### config.mk
export PLATFORM = sky130hd
export DESIGN_NAME = modular_square_root_flat
export DESIGN_NICKNAME = d
export VERILOG_FILES = /design/src/rtl/core/msr_pkg.sv /design/src/rtl/core/msr_req_if.sv /design/src/rtl/core/msr_rsp_if.sv /design/src/rtl/core/modular_square_root.sv /design/src/rtl/core/msr_mmul.sv /design/src/rtl/core/msr_mexp.sv /design/src/flat_wrapper.sv
export SDC_FILE = /design/constraint.sdc
export NUM_CORES = 2
export LEC_CHECK = 0
export ABC_AREA = 1
export BUFFER_PORTS_ARGS = -buffer_cell sky130_fd_sc_hd__buf_2
export CAP_MARGIN = 30
export CORE_MARGIN = 10
export CORE_UTILIZATION = 35
export DETAILED_ROUTE_END_ITERATION = 8
export GPL_TIMING_DRIVEN = 1
export HOLD_SLACK_MARGIN = 0.15
export PLACE_DENSITY = 0.47
export RECOVER_POWER = 25
export SLEW_MARGIN = 0
export SYNTH_ARGS = -nofsm -noshare
export SYNTH_HDL_FRONTEND = slang
export SYNTH_SLANG_ARGS = --single-unit
### constraint.sdc
create_clock -name clk -period 7.5 [get_ports clk]
set_clock_uncertainty 0.15 [all_clocks]
set_input_delay 1.5 -clock clk [delete_from_list [all_inputs] [get_ports clk]]
set_output_delay 1.5 -clock clk [all_outputs]
set_load 0.005 [all_outputs]
### src/rtl/core/msr_pkg.sv
// package for the modular square root block: field widths, limits, state types
// no dependencies
`timescale 1ns / 1ps

package msr_pkg;

    localparam int FIELD_BITS = 32;
    localparam int NR_LIMIT   = 256;
    localparam int Z_BITS     = 9;

    typedef enum logic [2:0] {
        EX_IDLE,
        EX_RED,
        EX_STEP,
        EX_MULR,
        EX_SQ
    } msr_exp_state_t;

    typedef enum logic [4:0] {
        ST_IDLE,
        ST_WAIT,
        ST_EULER,
        ST_SPLIT,
        ST_ROOT3,
        ST_ZTRY,
        ST_ZCHK,
        ST_CSET,
        ST_TSET,
        ST_RSET,
        ST_LOOP,
        ST_ISRCH,
        ST_BSQ,
        ST_BUPD,
        ST_CNEW,
        ST_TNEW,
        ST_RNEW,
        ST_DONE
    } msr_state_t;

endpackage

### src/rtl/core/msr_req_if.sv
// request channel: valid/ready with value and modulus
// depends on msr_pkg
`timescale 1ns / 1ps

interface msr_req_if;
    logic                           valid;
    logic                           ready;
    logic [msr_pkg::FIELD_BITS-1:0] value;
    logic [msr_pkg::FIELD_BITS-1:0] modulus;

    modport source (output valid, output value, output modulus, input ready);
    modport sink (input valid, input value, input modulus, output ready);
endinterface

### src/rtl/core/msr_rsp_if.sv
// response channel: valid/ready with root and residue flag
// depends on msr_pkg
`timescale 1ns / 1ps

interface msr_rsp_if;
    logic                           valid;
    logic                           ready;
    logic [msr_pkg::FIELD_BITS-1:0] root;
    logic                           is_residue;

    modport source (output valid, output root, output is_residue, input ready);
    modport sink (input valid, input root, input is_residue, output ready);
endinterface

### src/rtl/core/modular_square_root.sv
// modular square root: zero value or modulus below 3 goes straight to the done state and
// from there to the output register; otherwise each step is a modular exponentiation of up
// to 2*WORD_BITS multiplications on one shared bit-serial multiplier (two
// exponentiations, Euler test and root, for p = 3 mod 4)
// one item at a time; next beat taken once the result is in the output register
// asynchronous active-low reset returns the sequencer to idle and drops rsp valid
`timescale 1ns / 1ps

module modular_square_root #(
    parameter int WORD_BITS = 32
) (
    input  logic      clk,
    input  logic      rst_n,
    msr_req_if.sink   req,
    msr_rsp_if.source rsp
);

    localparam int CW = $clog2(WORD_BITS + 1);
    localparam int ZB = msr_pkg::Z_BITS;

    msr_pkg::msr_state_t state_reg, state_next;
    msr_pkg::msr_state_t ret_reg, ret_next;

    logic [WORD_BITS-1:0] a_reg, a_next;
    logic [WORD_BITS-1:0] p_reg, p_next;
    logic [WORD_BITS-1:0] q_reg, q_next;
    logic [WORD_BITS-1:0] c_reg, c_next;
    logic [WORD_BITS-1:0] t_reg, t_next;
    logic [WORD_BITS-1:0] r_reg, r_next;
    logic [WORD_BITS-1:0] b_reg, b_next;
    logic [CW-1:0]        s_reg, s_next;
    logic [CW-1:0]        m_reg, m_next;
    logic [CW-1:0]        i_reg, i_next;
    logic [CW-1:0]        j_reg, j_next;
    logic [ZB-1:0]        z_reg, z_next;
    logic [WORD_BITS-1:0] fin_root_reg, fin_root_next;
    logic                 fin_ok_reg, fin_ok_next;
    logic                 out_valid_reg, out_valid_next;
    logic [WORD_BITS-1:0] root_reg, root_next;
    logic                 ok_reg, ok_next;

    logic                 ex_start;
    logic [WORD_BITS-1:0] ex_base;
    logic [WORD_BITS-1:0] ex_exp;
    logic [WORD_BITS-1:0] ex_r0;
    logic [WORD_BITS-1:0] ex_p;
    logic                 ex_busy;
    logic                 ex_done;
    logic [WORD_BITS-1:0] ex_result;

    logic [WORD_BITS-1:0] in_a;
    logic [WORD_BITS-1:0] in_p;
    logic [WORD_BITS-1:0] pm1;
    logic [WORD_BITS:0]   pp1;
    logic [WORD_BITS:0]   qp1;
    logic [CW:0]          jsum;
    logic [WORD_BITS-1:0] one_w;
    logic [WORD_BITS-1:0] two_w;

    msr_mexp #(.WORD_BITS(WORD_BITS)) u_mexp (
        .clk     (clk),
        .rst_n   (rst_n),
        .start   (ex_start),
        .base    (ex_base),
        .exp_val (ex_exp),
        .r0      (ex_r0),
        .p       (ex_p),
        .busy    (ex_busy),
        .done    (ex_done),
        .result  (ex_result)
    );

    assign in_a  = req.value[WORD_BITS-1:0];
    assign in_p  = req.modulus[WORD_BITS-1:0];
    assign pm1   = p_reg - 1'b1;
    assign pp1   = {1'b0, p_reg} + 1'b1;
    assign qp1   = {1'b0, q_reg} + 1'b1;
    assign jsum  = {1'b0, j_reg} + {1'b0, i_reg} + 1'b1;
    assign one_w = WORD_BITS'(1);
    assign two_w = WORD_BITS'(2);
    assign ex_p  = (state_reg == msr_pkg::ST_IDLE) ? in_p : p_reg;

    always_comb
    begin
        state_next     = state_reg;
        ret_next       = ret_reg;
        a_next         = a_reg;
        p_next         = p_reg;
        q_next         = q_reg;
        c_next         = c_reg;
        t_next         = t_reg;
        r_next         = r_reg;
        b_next         = b_reg;
        s_next         = s_reg;
        m_next         = m_reg;
        i_next         = i_reg;
        j_next         = j_reg;
        z_next         = z_reg;
        fin_root_next  = fin_root_reg;
        fin_ok_next    = fin_ok_reg;
        out_valid_next = out_valid_reg && !rsp.ready;
        root_next      = root_reg;
        ok_next        = ok_reg;
        ex_start       = 1'b0;
        ex_base        = a_reg;
        ex_exp         = two_w;
        ex_r0          = one_w;
        req.ready      = 1'b0;
        unique case (state_reg)
            msr_pkg::ST_IDLE:
            begin
                req.ready = 1'b1;
                if (req.valid)
                begin
                    a_next = in_a;
                    p_next = in_p;
                    priority if (in_a == '0)
                    begin
                        fin_root_next = '0;
                        fin_ok_next   = 1'b1;
                        state_next    = msr_pkg::ST_DONE;
                    end
                    else if (in_p < two_w)
                    begin
                        fin_root_next = '0;
                        fin_ok_next   = 1'b0;
                        state_next    = msr_pkg::ST_DONE;
                    end
                    else if (in_p == two_w)
                    begin
                        fin_root_next = WORD_BITS'(in_a[0]);
                        fin_ok_next   = 1'b1;
                        state_next    = msr_pkg::ST_DONE;
                    end
                    else
                    begin
                        ex_start   = 1'b1;
                        ex_base    = in_a;
                        ex_exp     = (in_p - 1'b1) >> 1;
                        ret_next   = msr_pkg::ST_EULER;
                        state_next = msr_pkg::ST_WAIT;
                    end
                end
            end
            msr_pkg::ST_WAIT:
            begin
                if (ex_done)
                begin
                    state_next = ret_reg;
                end
            end
            msr_pkg::ST_EULER:
            begin
                if (ex_result != one_w)
                begin
                    fin_root_next = '0;
                    fin_ok_next   = 1'b0;
                    state_next    = msr_pkg::ST_DONE;
                end
                else
                begin
                    q_next     = pm1;
                    s_next     = '0;
                    state_next = msr_pkg::ST_SPLIT;
                end
            end
            msr_pkg::ST_SPLIT:
            begin
                if (!q_reg[0])
                begin
                    q_next = q_reg >> 1;
                    s_next = s_reg + 1'b1;
                end
                else if (s_reg == CW'(1))
                begin
                    ex_start   = 1'b1;
                    ex_exp     = pp1[WORD_BITS:2];
                    ret_next   = msr_pkg::ST_ROOT3;
                    state_next = msr_pkg::ST_WAIT;
                end
                else
                begin
                    z_next     = ZB'(2);
                    state_next = msr_pkg::ST_ZTRY;
                end
            end
            msr_pkg::ST_ROOT3:
            begin
                fin_root_next = ex_result;
                fin_ok_next   = 1'b1;
                state_next    = msr_pkg::ST_DONE;
            end
            msr_pkg::ST_ZTRY:
            begin
                if (WORD_BITS'(z_reg) < p_reg && z_reg < ZB'(msr_pkg::NR_LIMIT))
                begin
                    ex_start   = 1'b1;
                    ex_base    = WORD_BITS'(z_reg);
                    ex_exp     = pm1 >> 1;
                    ret_next   = msr_pkg::ST_ZCHK;
                    state_next = msr_pkg::ST_WAIT;
                end
                else
                begin
                    fin_root_next = '0;
                    fin_ok_next   = 1'b0;
                    state_next    = msr_pkg::ST_DONE;
                end
            end
            msr_pkg::ST_ZCHK:
            begin
                if (ex_result == pm1)
                begin
                    ex_start   = 1'b1;
                    ex_base    = WORD_BITS'(z_reg);
                    ex_exp     = q_reg;
                    ret_next   = msr_pkg::ST_CSET;
                    state_next = msr_pkg::ST_WAIT;
                end
                else
                begin
                    z_next     = z_reg + 1'b1;
                    state_next = msr_pkg::ST_ZTRY;
                end
            end
            msr_pkg::ST_CSET:
            begin
                c_next     = ex_result;
                ex_start   = 1'b1;
                ex_exp     = q_reg;
                ret_next   = msr_pkg::ST_TSET;
                state_next = msr_pkg::ST_WAIT;
            end
            msr_pkg::ST_TSET:
            begin
                t_next     = ex_result;
                ex_start   = 1'b1;
                ex_exp     = qp1[WORD_BITS:1];
                ret_next   = msr_pkg::ST_RSET;
                state_next = msr_pkg::ST_WAIT;
            end
            msr_pkg::ST_RSET:
            begin
                r_next     = ex_result;
                m_next     = s_reg;
                state_next = msr_pkg::ST_LOOP;
            end
            msr_pkg::ST_LOOP:
            begin
                if (t_reg == one_w)
                begin
                    fin_root_next = r_reg;
                    fin_ok_next   = 1'b1;
                    state_next    = msr_pkg::ST_DONE;
                end
                else
                begin
                    i_next     = CW'(1);
                    ex_start   = 1'b1;
                    ex_base    = t_reg;
                    ret_next   = msr_pkg::ST_ISRCH;
                    state_next = msr_pkg::ST_WAIT;
                end
            end
            msr_pkg::ST_ISRCH:
            begin
                priority if (ex_result != one_w && i_reg < m_reg)
                begin
                    i_next     = i_reg + 1'b1;
                    ex_start   = 1'b1;
                    ex_base    = ex_result;
                    ret_next   = msr_pkg::ST_ISRCH;
                    state_next = msr_pkg::ST_WAIT;
                end
                else if (i_reg >= m_reg)
                begin
                    fin_root_next = '0;
                    fin_ok_next   = 1'b0;
                    state_next    = msr_pkg::ST_DONE;
                end
                else
                begin
                    b_next     = c_reg;
                    j_next     = '0;
                    state_next = msr_pkg::ST_BSQ;
                end
            end
            msr_pkg::ST_BSQ:
            begin
                ex_start   = 1'b1;
                ex_base    = b_reg;
                state_next = msr_pkg::ST_WAIT;
                if (jsum < {1'b0, m_reg})
                begin
                    ret_next = msr_pkg::ST_BUPD;
                end
                else
                begin
                    m_next   = i_reg;
                    ret_next = msr_pkg::ST_CNEW;
                end
            end
            msr_pkg::ST_BUPD:
            begin
                b_next     = ex_result;
                j_next     = j_reg + 1'b1;
                state_next = msr_pkg::ST_BSQ;
            end
            msr_pkg::ST_CNEW:
            begin
                c_next     = ex_result;
                ex_start   = 1'b1;
                ex_base    = ex_result;
                ex_exp     = one_w;
                ex_r0      = t_reg;
                ret_next   = msr_pkg::ST_TNEW;
                state_next = msr_pkg::ST_WAIT;
            end
            msr_pkg::ST_TNEW:
            begin
                t_next     = ex_result;
                ex_start   = 1'b1;
                ex_base    = b_reg;
                ex_exp     = one_w;
                ex_r0      = r_reg;
                ret_next   = msr_pkg::ST_RNEW;
                state_next = msr_pkg::ST_WAIT;
            end
            msr_pkg::ST_RNEW:
            begin
                r_next     = ex_result;
                state_next = msr_pkg::ST_LOOP;
            end
            msr_pkg::ST_DONE:
            begin
                if (!out_valid_reg || rsp.ready)
                begin
                    out_valid_next = 1'b1;
                    root_next      = fin_root_reg;
                    ok_next        = fin_ok_reg;
                    state_next     = msr_pkg::ST_IDLE;
                end
            end
            default:
            begin
                state_next = msr_pkg::ST_IDLE;
            end
        endcase
    end

    always_ff @(posedge clk or negedge rst_n)
    begin
        if (!rst_n)
        begin
            state_reg     <= msr_pkg::ST_IDLE;
            ret_reg       <= msr_pkg::ST_IDLE;
            out_valid_reg <= 1'b0;
        end
        else
        begin
            state_reg     <= state_next;
            ret_reg       <= ret_next;
            out_valid_reg <= out_valid_next;
        end
    end

    always_ff @(posedge clk)
    begin
        a_reg        <= a_next;
        p_reg        <= p_next;
        q_reg        <= q_next;
        c_reg        <= c_next;
        t_reg        <= t_next;
        r_reg        <= r_next;
        b_reg        <= b_next;
        s_reg        <= s_next;
        m_reg        <= m_next;
        i_reg        <= i_next;
        j_reg        <= j_next;
        z_reg        <= z_next;
        fin_root_reg <= fin_root_next;
        fin_ok_reg   <= fin_ok_next;
        root_reg     <= root_next;
        ok_reg       <= ok_next;
    end

    assign rsp.valid      = out_valid_reg;
    assign rsp.root       = msr_pkg::FIELD_BITS'(root_reg);
    assign rsp.is_residue = ok_reg;

    a_nonres_zero: assert property (@(posedge clk) disable iff (!rst_n)
        out_valid_reg && !ok_reg |-> root_reg == '0)
        else $error("non-residue with nonzero root");
    a_call_idle: assert property (@(posedge clk) disable iff (!rst_n)
        ex_start |-> !ex_busy)
        else $error("exponentiation started while busy");
    a_wait_busy: assert property (@(posedge clk) disable iff (!rst_n)
        state_reg == msr_pkg::ST_WAIT |-> ex_busy || ex_done)
        else $error("waiting on idle exponentiation unit");

endmodule

### src/rtl/core/msr_mmul.sv
// bit-serial modular multiplier, one bit of x per cycle, msb first
// needs y < p; no package dependency
`timescale 1ns / 1ps

module msr_mmul #(
    parameter int WORD_BITS = 32
) (
    input  logic                 clk,
    input  logic                 rst_n,
    input  logic                 start,
    input  logic [WORD_BITS-1:0] x,
    input  logic [WORD_BITS-1:0] y,
    input  logic [WORD_BITS-1:0] p,
    output logic                 done,
    output logic [WORD_BITS-1:0] prod
);

    localparam int CW = $clog2(WORD_BITS + 1);

    logic                 busy_reg;
    logic                 done_reg;
    logic [CW-1:0]        cnt_reg;
    logic [WORD_BITS-1:0] x_reg;
    logic [WORD_BITS-1:0] y_reg;
    logic [WORD_BITS-1:0] p_reg;
    logic [WORD_BITS-1:0] acc_reg;
    logic [WORD_BITS:0]   dbl;
    logic [WORD_BITS:0]   red1;
    logic [WORD_BITS:0]   add;
    logic [WORD_BITS:0]   red2;
    logic [WORD_BITS-1:0] acc_next;

    always_comb
    begin
        dbl      = {acc_reg, 1'b0};
        red1     = (dbl >= {1'b0, p_reg}) ? dbl - {1'b0, p_reg} : dbl;
        add      = red1 + (x_reg[WORD_BITS-1] ? {1'b0, y_reg} : '0);
        red2     = (add >= {1'b0, p_reg}) ? add - {1'b0, p_reg} : add;
        acc_next = red2[WORD_BITS-1:0];
    end

    always_ff @(posedge clk or negedge rst_n)
    begin
        if (!rst_n)
        begin
            busy_reg <= 1'b0;
            done_reg <= 1'b0;
            cnt_reg  <= '0;
        end
        else if (start)
        begin
            busy_reg <= 1'b1;
            done_reg <= 1'b0;
            cnt_reg  <= '0;
        end
        else if (busy_reg)
        begin
            cnt_reg <= cnt_reg + 1'b1;
            if (cnt_reg == CW'(WORD_BITS - 1))
            begin
                busy_reg <= 1'b0;
                done_reg <= 1'b1;
            end
        end
        else
        begin
            done_reg <= 1'b0;
        end
    end

    always_ff @(posedge clk)
    begin
        if (start)
        begin
            x_reg   <= x;
            y_reg   <= y;
            p_reg   <= p;
            acc_reg <= '0;
        end
        else if (busy_reg)
        begin
            x_reg   <= {x_reg[WORD_BITS-2:0], 1'b0};
            acc_reg <= acc_next;
        end
    end

    assign done = done_reg;
    assign prod = acc_reg;

    a_prod_reduced: assert property (@(posedge clk) disable iff (!rst_n)
        done_reg |-> acc_reg < p_reg)
        else $error("product not reduced");
    a_no_restart: assert property (@(posedge clk) disable iff (!rst_n)
        busy_reg && cnt_reg != CW'(WORD_BITS - 1) |=> busy_reg || start)
        else $error("multiplier stopped early");
    a_done_pulse: assert property (@(posedge clk) disable iff (!rst_n)
        done_reg |=> !done_reg)
        else $error("done held");

endmodule

### src/rtl/core/msr_mexp.sv
// modular exponentiation r0 * base^exp mod p, right-to-left square and multiply
// depends on msr_pkg and msr_mmul
`timescale 1ns / 1ps

module msr_mexp #(
    parameter int WORD_BITS = 32
) (
    input  logic                 clk,
    input  logic                 rst_n,
    input  logic                 start,
    input  logic [WORD_BITS-1:0] base,
    input  logic [WORD_BITS-1:0] exp_val,
    input  logic [WORD_BITS-1:0] r0,
    input  logic [WORD_BITS-1:0] p,
    output logic                 busy,
    output logic                 done,
    output logic [WORD_BITS-1:0] result
);

    msr_pkg::msr_exp_state_t state_reg, state_next;
    logic                 done_reg, done_next;
    logic [WORD_BITS-1:0] b_reg;
    logic [WORD_BITS-1:0] r_reg;
    logic [WORD_BITS-1:0] e_reg;
    logic [WORD_BITS-1:0] p_reg;
    logic                 mm_start;
    logic [WORD_BITS-1:0] mm_x;
    logic [WORD_BITS-1:0] mm_y;
    logic [WORD_BITS-1:0] mm_p;
    logic                 mm_done;
    logic [WORD_BITS-1:0] mm_prod;

    msr_mmul #(.WORD_BITS(WORD_BITS)) u_mmul (
        .clk   (clk),
        .rst_n (rst_n),
        .start (mm_start),
        .x     (mm_x),
        .y     (mm_y),
        .p     (mm_p),
        .done  (mm_done),
        .prod  (mm_prod)
    );

    assign mm_p = (state_reg == msr_pkg::EX_IDLE) ? p : p_reg;

    always_comb
    begin
        state_next = state_reg;
        done_next  = 1'b0;
        mm_start   = 1'b0;
        mm_x       = b_reg;
        mm_y       = b_reg;
        unique case (state_reg)
            msr_pkg::EX_IDLE:
            begin
                if (start)
                begin
                    mm_start   = 1'b1;
                    mm_x       = base;
                    mm_y       = WORD_BITS'(1);
                    state_next = msr_pkg::EX_RED;
                end
            end
            msr_pkg::EX_RED:
            begin
                if (mm_done)
                begin
                    state_next = msr_pkg::EX_STEP;
                end
            end
            msr_pkg::EX_STEP:
            begin
                if (e_reg == '0)
                begin
                    done_next  = 1'b1;
                    state_next = msr_pkg::EX_IDLE;
                end
                else if (e_reg[0])
                begin
                    mm_start   = 1'b1;
                    mm_x       = r_reg;
                    state_next = msr_pkg::EX_MULR;
                end
                else
                begin
                    mm_start   = 1'b1;
                    state_next = msr_pkg::EX_SQ;
                end
            end
            msr_pkg::EX_MULR:
            begin
                if (mm_done)
                begin
                    if (e_reg[WORD_BITS-1:1] == '0)
                    begin
                        done_next  = 1'b1;
                        state_next = msr_pkg::EX_IDLE;
                    end
                    else
                    begin
                        mm_start   = 1'b1;
                        state_next = msr_pkg::EX_SQ;
                    end
                end
            end
            msr_pkg::EX_SQ:
            begin
                if (mm_done)
                begin
                    state_next = msr_pkg::EX_STEP;
                end
            end
            default:
            begin
                state_next = msr_pkg::EX_IDLE;
            end
        endcase
    end

    always_ff @(posedge clk or negedge rst_n)
    begin
        if (!rst_n)
        begin
            state_reg <= msr_pkg::EX_IDLE;
            done_reg  <= 1'b0;
        end
        else
        begin
            state_reg <= state_next;
            done_reg  <= done_next;
        end
    end

    always_ff @(posedge clk)
    begin
        if (state_reg == msr_pkg::EX_IDLE && start)
        begin
            r_reg <= r0;
            e_reg <= exp_val;
            p_reg <= p;
        end
        if (state_reg == msr_pkg::EX_RED && mm_done)
        begin
            b_reg <= mm_prod;
        end
        if (state_reg == msr_pkg::EX_MULR && mm_done)
        begin
            r_reg <= mm_prod;
        end
        if (state_reg == msr_pkg::EX_SQ && mm_done)
        begin
            b_reg <= mm_prod;
            e_reg <= {1'b0, e_reg[WORD_BITS-1:1]};
        end
    end

    assign busy   = (state_reg != msr_pkg::EX_IDLE);
    assign done   = done_reg;
    assign result = r_reg;

    a_start_idle: assert property (@(posedge clk) disable iff (!rst_n)
        start |-> state_reg == msr_pkg::EX_IDLE)
        else $error("start while busy");
    a_done_idle: assert property (@(posedge clk) disable iff (!rst_n)
        done_reg |-> state_reg == msr_pkg::EX_IDLE)
        else $error("done while busy");
    a_sq_halves: assert property (@(posedge clk) disable iff (!rst_n)
        state_reg == msr_pkg::EX_SQ && mm_done |=> e_reg == $past(e_reg) >> 1)
        else $error("exponent not shifted");

endmodule
### src/flat_wrapper.sv
// flat-port wrapper written by rule: the top's interface ports become plain ports
module modular_square_root_flat 
#(
    parameter int WORD_BITS = 32
)
  (clk, rst_n, req_valid, req_value, req_modulus, req_ready, rsp_valid, rsp_root, rsp_is_residue, rsp_ready);
  msr_req_if req_i ();
  msr_rsp_if rsp_i ();
  input  logic clk;
  input  logic rst_n;
  input wire logic [$bits(req_i.valid)-1:0] req_valid;
  input wire logic [$bits(req_i.value)-1:0] req_value;
  input wire logic [$bits(req_i.modulus)-1:0] req_modulus;
  output wire logic [$bits(req_i.ready)-1:0] req_ready;
  output wire logic [$bits(rsp_i.valid)-1:0] rsp_valid;
  output wire logic [$bits(rsp_i.root)-1:0] rsp_root;
  output wire logic [$bits(rsp_i.is_residue)-1:0] rsp_is_residue;
  input wire logic [$bits(rsp_i.ready)-1:0] rsp_ready;
  assign req_i.valid = req_valid;
  assign req_i.value = req_value;
  assign req_i.modulus = req_modulus;
  assign req_ready = req_i.ready;
  assign rsp_valid = rsp_i.valid;
  assign rsp_root = rsp_i.root;
  assign rsp_is_residue = rsp_i.is_residue;
  assign rsp_i.ready = rsp_ready;
  modular_square_root #(.WORD_BITS(WORD_BITS)) u_core (.clk(clk), .rst_n(rst_n), .req(req_i), .rsp(rsp_i));
endmodule
==> flow_summary_export.csv <==
group,metric,value,unit
synth,synth_compound_area_frac,0.1416,
floorplan,start_util,0.3532,
floorplan,core,107200,sq um
timing,tns,0,ns
hold_path,min_to,"u_core.rsp.root[21]$_DFFE_PP_",
setup_path,critPathSlowestCell,"fa_1",
final_layout,area_growth,12.84,%
clock_tree,clock_path_buffers,3,
hold_path,hold_class,"reg -> reg",
timing,fin_crit,7.115,ns
setup_path,cp.required,7.95,ns
synth,syn_area,37860,sq um
setup_path,path_common_cell,"nand2_1",
drt,via_per_inst,5.551,
timing,hold-worst-slack,0.2661,ns
synth,synth_xor_area_frac,0.02971,
drt,drc,0,
setup_path,critPathMaxFanout,20,
power,clkPwrFrac,0.503,
synth,ys_seq_area_frac,0.4657,
power,switching_share,0.2257,
synth,synth-edff-count,546,
drt,via_count,35090,
clock_tree,insertion_delay,0.67,ns
drt,wirelength,168700,microns
synth,synth_simple_gate_area_frac,0.2373,
timing,fin_crit_sh,0.9487,
drt,wl_per_cell,26.69,microns
final_layout,final_cell_count_no_fill,6321,
placed_design,hpwl,129900,microns
floorplan,die_x,348.9,microns
placed_design,dp.cells,6175,
timing,layout_setup_ws,0.3851,ns
hold_path,min_from,"u_core.fin_root_reg[21]$_DFFE_PP_",
synth,async_flop_share,0.03821,
clock_tree,cts_buffers,77,
hold_path,hold_depth,0,
timing,max_slew_margin,-0.5044,
setup_path,crit_arrival,7.56,ns
setup_path,critPathKind,"reg -> reg",
drt,dr.pass1.iters,8,
timing,setup_viol,0,
run_status,violations,"max-capacitance violations, max-slew violations",
power,leakagePower,0.01757,uW
power,p_total,7423,uW
final_layout,fill_cells,11230,
clock_tree,root_buffer,"clkbuf_16",
timing,hold_viol,0,
placed_design,place_congestion,0.9981,
power,p_sw,1676,uW
global_routing,grt_max_degree,96,
timing,drv_slew,120,
power,seq_power_share,0.486,
timing,max_freq,0.1406,GHz
synth,synth_top_family_by_area,"simple AND/OR/NAND/NOR gates",
placed_design,post-place-ws,-0.08187,ns
setup_path,startpoint_type,"flip-flop",
global_routing,gr-total-overflow,0,
placed_design,port_buffers,102,
setup_path,reg2reg_slack,0.39,ns
power,power_density,173.7,nW/um^2
floorplan,row_count,120,
floorplan,dieArea,121700,sq um
setup_path,cp_slowest_stage_delay,0.51,ns
final_layout,seq_area,17630,sq um
synth,synth-main-ff-cell,"edfxtp_1",
floorplan,ios,103,
drt,drt_iter0_markers,4018,
synth,ys_warn_count,0,
clock_tree,clk_pin_slew_worst_paths,0.06,ns
synth,syn_inst,4724,
clock_tree,clock-sinks,602,
synth,synth_cell_types,69,
final_layout,nNetsFinal,5058,
setup_path,rr_worst_depth,35,
final_layout,drive_gt1_frac,0.06269,
synth,syn_nets,4929,
setup_path,timing.rr.start,"u_core.u_mexp.u_mmul.prod[0]$_SDFFE_PP0P_",
synth,synthAdderAreaFrac,0.04607,
clock_tree,hold_buffers,0,
clock_tree,tritoncts,"built",
setup_path,rr_endpoint,"u_core.u_mexp.u_mmul.prod[21]$_SDFFE_PP0P_",
run_status,status,"finished with violations",
global_routing,antenna_found_initial,10,
timing,worst_slew_pin_slew,2.257,ns
global_routing,grt_pass1_wl,241600,microns
clock_tree,htreeDepth,3,
job,drv_cap,4,
power,peakVddDrop,0.1474,mV
drt,antenna_left,0,
global_routing,grt_pass1_vias,33540,
power,internal_power,5747,uW
power,combPwrFrac,0.011,
synth,ys_ff_latch,602,
global_routing,gr-usage-all-layers,0.2706,
synth,synth_mux_area_frac,0.0002974,
final_layout,multiInputGateArea,17350,sq um
floorplan,die_h,348.9,microns
setup_path,endpoint_kind,"flip-flop",
synth,syn_avg_cell_area,8.014,sq um
-- layout by cell type, fill, tap and decap left out, types with 33 or more instances in the layout --
cell type  Yosys  final
nand2_1     1202   1198
ha_1         133    132
edfxtp_1     546    546
dfxtp_1       33     33
xnor2_1       40     40
nor3_1        79     76
nor2_1       440    436
buf_4          6     66
clkbuf_16      0     78
o21ai_0      377    370
inv_1        610    608
nand3_1      223    223
o22ai_1      119    119
buf_2         16     42
nand4_1       76     76
clkbuf_1      96     93
a21oi_1      325    322
xor2_1        84     83
-- metal layers --
layer | wire length (microns) | track usage
met3 | 13040 | 0.04657
met4 | 7327 | 0.1093
met2 | 74950 | 0.4236
met5 | 0 | 0
met1 | 73410 | 0.3681
-- layout make-up --
type / count / area share
flip-flops and latches: 602 / 0.4127
clock inverters: 44 / 0.01084
diodes: 5 / 0.0002929
clock buffers: 95 / 0.04742
inverters: 622 / 0.05495
multi-input cells: 3358 / 0.4061
well taps: 1403 / 0.04109
repair buffers: 192 / 0.02659
-- power by group through the flow --
stage | logic, uW | clock network [uW] | registers (uW)
floorplan | 20.6 | 0 | 3680
global placement | 83.0 | 0 | 3680
detailed placement | 82.5 | 0 | 3680
CTS | 82.9 | 3790 | 3610
global route | 84.6 | 3920 | 3610
finish | 79.7 | 3730 | 3610
-- kinds of logic (layout without fill, tap and decap cells) --
family | Yosys count | after routing
xor gates and xnor gates | 126 | 126
DFF | 602 | 602
and+or+nand+nor | 2126 | 2126
AOI/OAI and AO/OA | 968 | 968
muxes | 1 | 1
buffers and inverters | 764 | 953
adders and majority gates | 137 | 137
other | 0 | 5
-- per-stage QoR --
stage | util | cell area (sq um)
2_1_floorplan | - | 37860
3_3_place_gp | 0.3745 | 40150
3_5_place_dp | 0.3755 | 40250
4_1_cts | 0.3987 | 42750
5_1_grt | 0.3984 | 42710
6_report | 0.3985 | 42720
-- cells in the mapped netlist (all sizes together), types with 5 or more instances --
cell       n  share of area
nand2   1215           0.12
inv      618          0.061
edfxtp   546           0.43
nor2     461          0.049
o21ai    390          0.052
a21oi    325          0.043
nand3    227          0.031
ha       133          0.044
o22ai    119          0.020
clkbuf    96         0.0095
xor2      85          0.020
nor3      80          0.011
nand4     77          0.013
buf       46         0.0080
xnor2     40         0.0093
dfxtp     33          0.017
nor4      33         0.0055
a31oi     24         0.0040
dfrtp     23          0.015
a21o      20         0.0040
or2       19         0.0031
o211ai    18         0.0037
o21bai    13         0.0026
a211oi    10         0.0020
a21boi     9         0.0021
o221ai     7         0.0016
nand3b     6         0.0012
o21a       6         0.0012
nor3b      5        0.00099
-- critical path, delay by kind of cell (launching register included) --
family,cells,cell delay [ns]
XOR/XNOR,2,0.32
AO/OA/AOI/OAI,10,2.07
AND/OR/NAND/NOR,16,2.12
flip-flops,1,0.40
buffers and inverters,4,0.66
adder cells (fa/ha/maj),3,1.33
-- how the worst max path moves through the flow --
stage / start / to / slack [ns] / cells past startpoint
3_5_place_dp: u_core.u_mexp.u_mmul.prod[0]$_SDFFE_PP0P_ / u_core.u_mexp.u_mmul.prod[28]$_SDFFE_PP0P_ / -0.08 / 32
3_3_place_gp: u_core.u_mexp.u_mmul.prod[0]$_SDFFE_PP0P_ / u_core.u_mexp.u_mmul.prod[28]$_SDFFE_PP0P_ / -0.20 / 32
6_report: u_core.u_mexp.u_mmul.prod[0]$_SDFFE_PP0P_ / u_core.u_mexp.u_mmul.prod[21]$_SDFFE_PP0P_ / 0.39 / 35
4_1_cts: u_core.u_mexp.u_mmul.p_reg[1]$_DFFE_PP_ / u_core.u_mexp.u_mmul.prod[30]$_SDFFE_PP0P_ / 0.13 / 33
2_1_floorplan: req_valid / u_core.u_mexp.result[0]$_DFFE_PP_ / 1.22 / 10
5_1_grt: u_core.u_mexp.u_mmul.prod[0]$_SDFFE_PP0P_ / u_core.u_mexp.u_mmul.prod[21]$_SDFFE_PP0P_ / -0.05 / 35
-- what timing repair did --
item / CTS / global route
resized for setup: 1 / 24
endpoints found under the setup margin: 11 / 32
buffers inserted: 0 / 2
pin swaps: 0 / 1
cloned: 0 / 0
(Power assumes the default switching activity.)
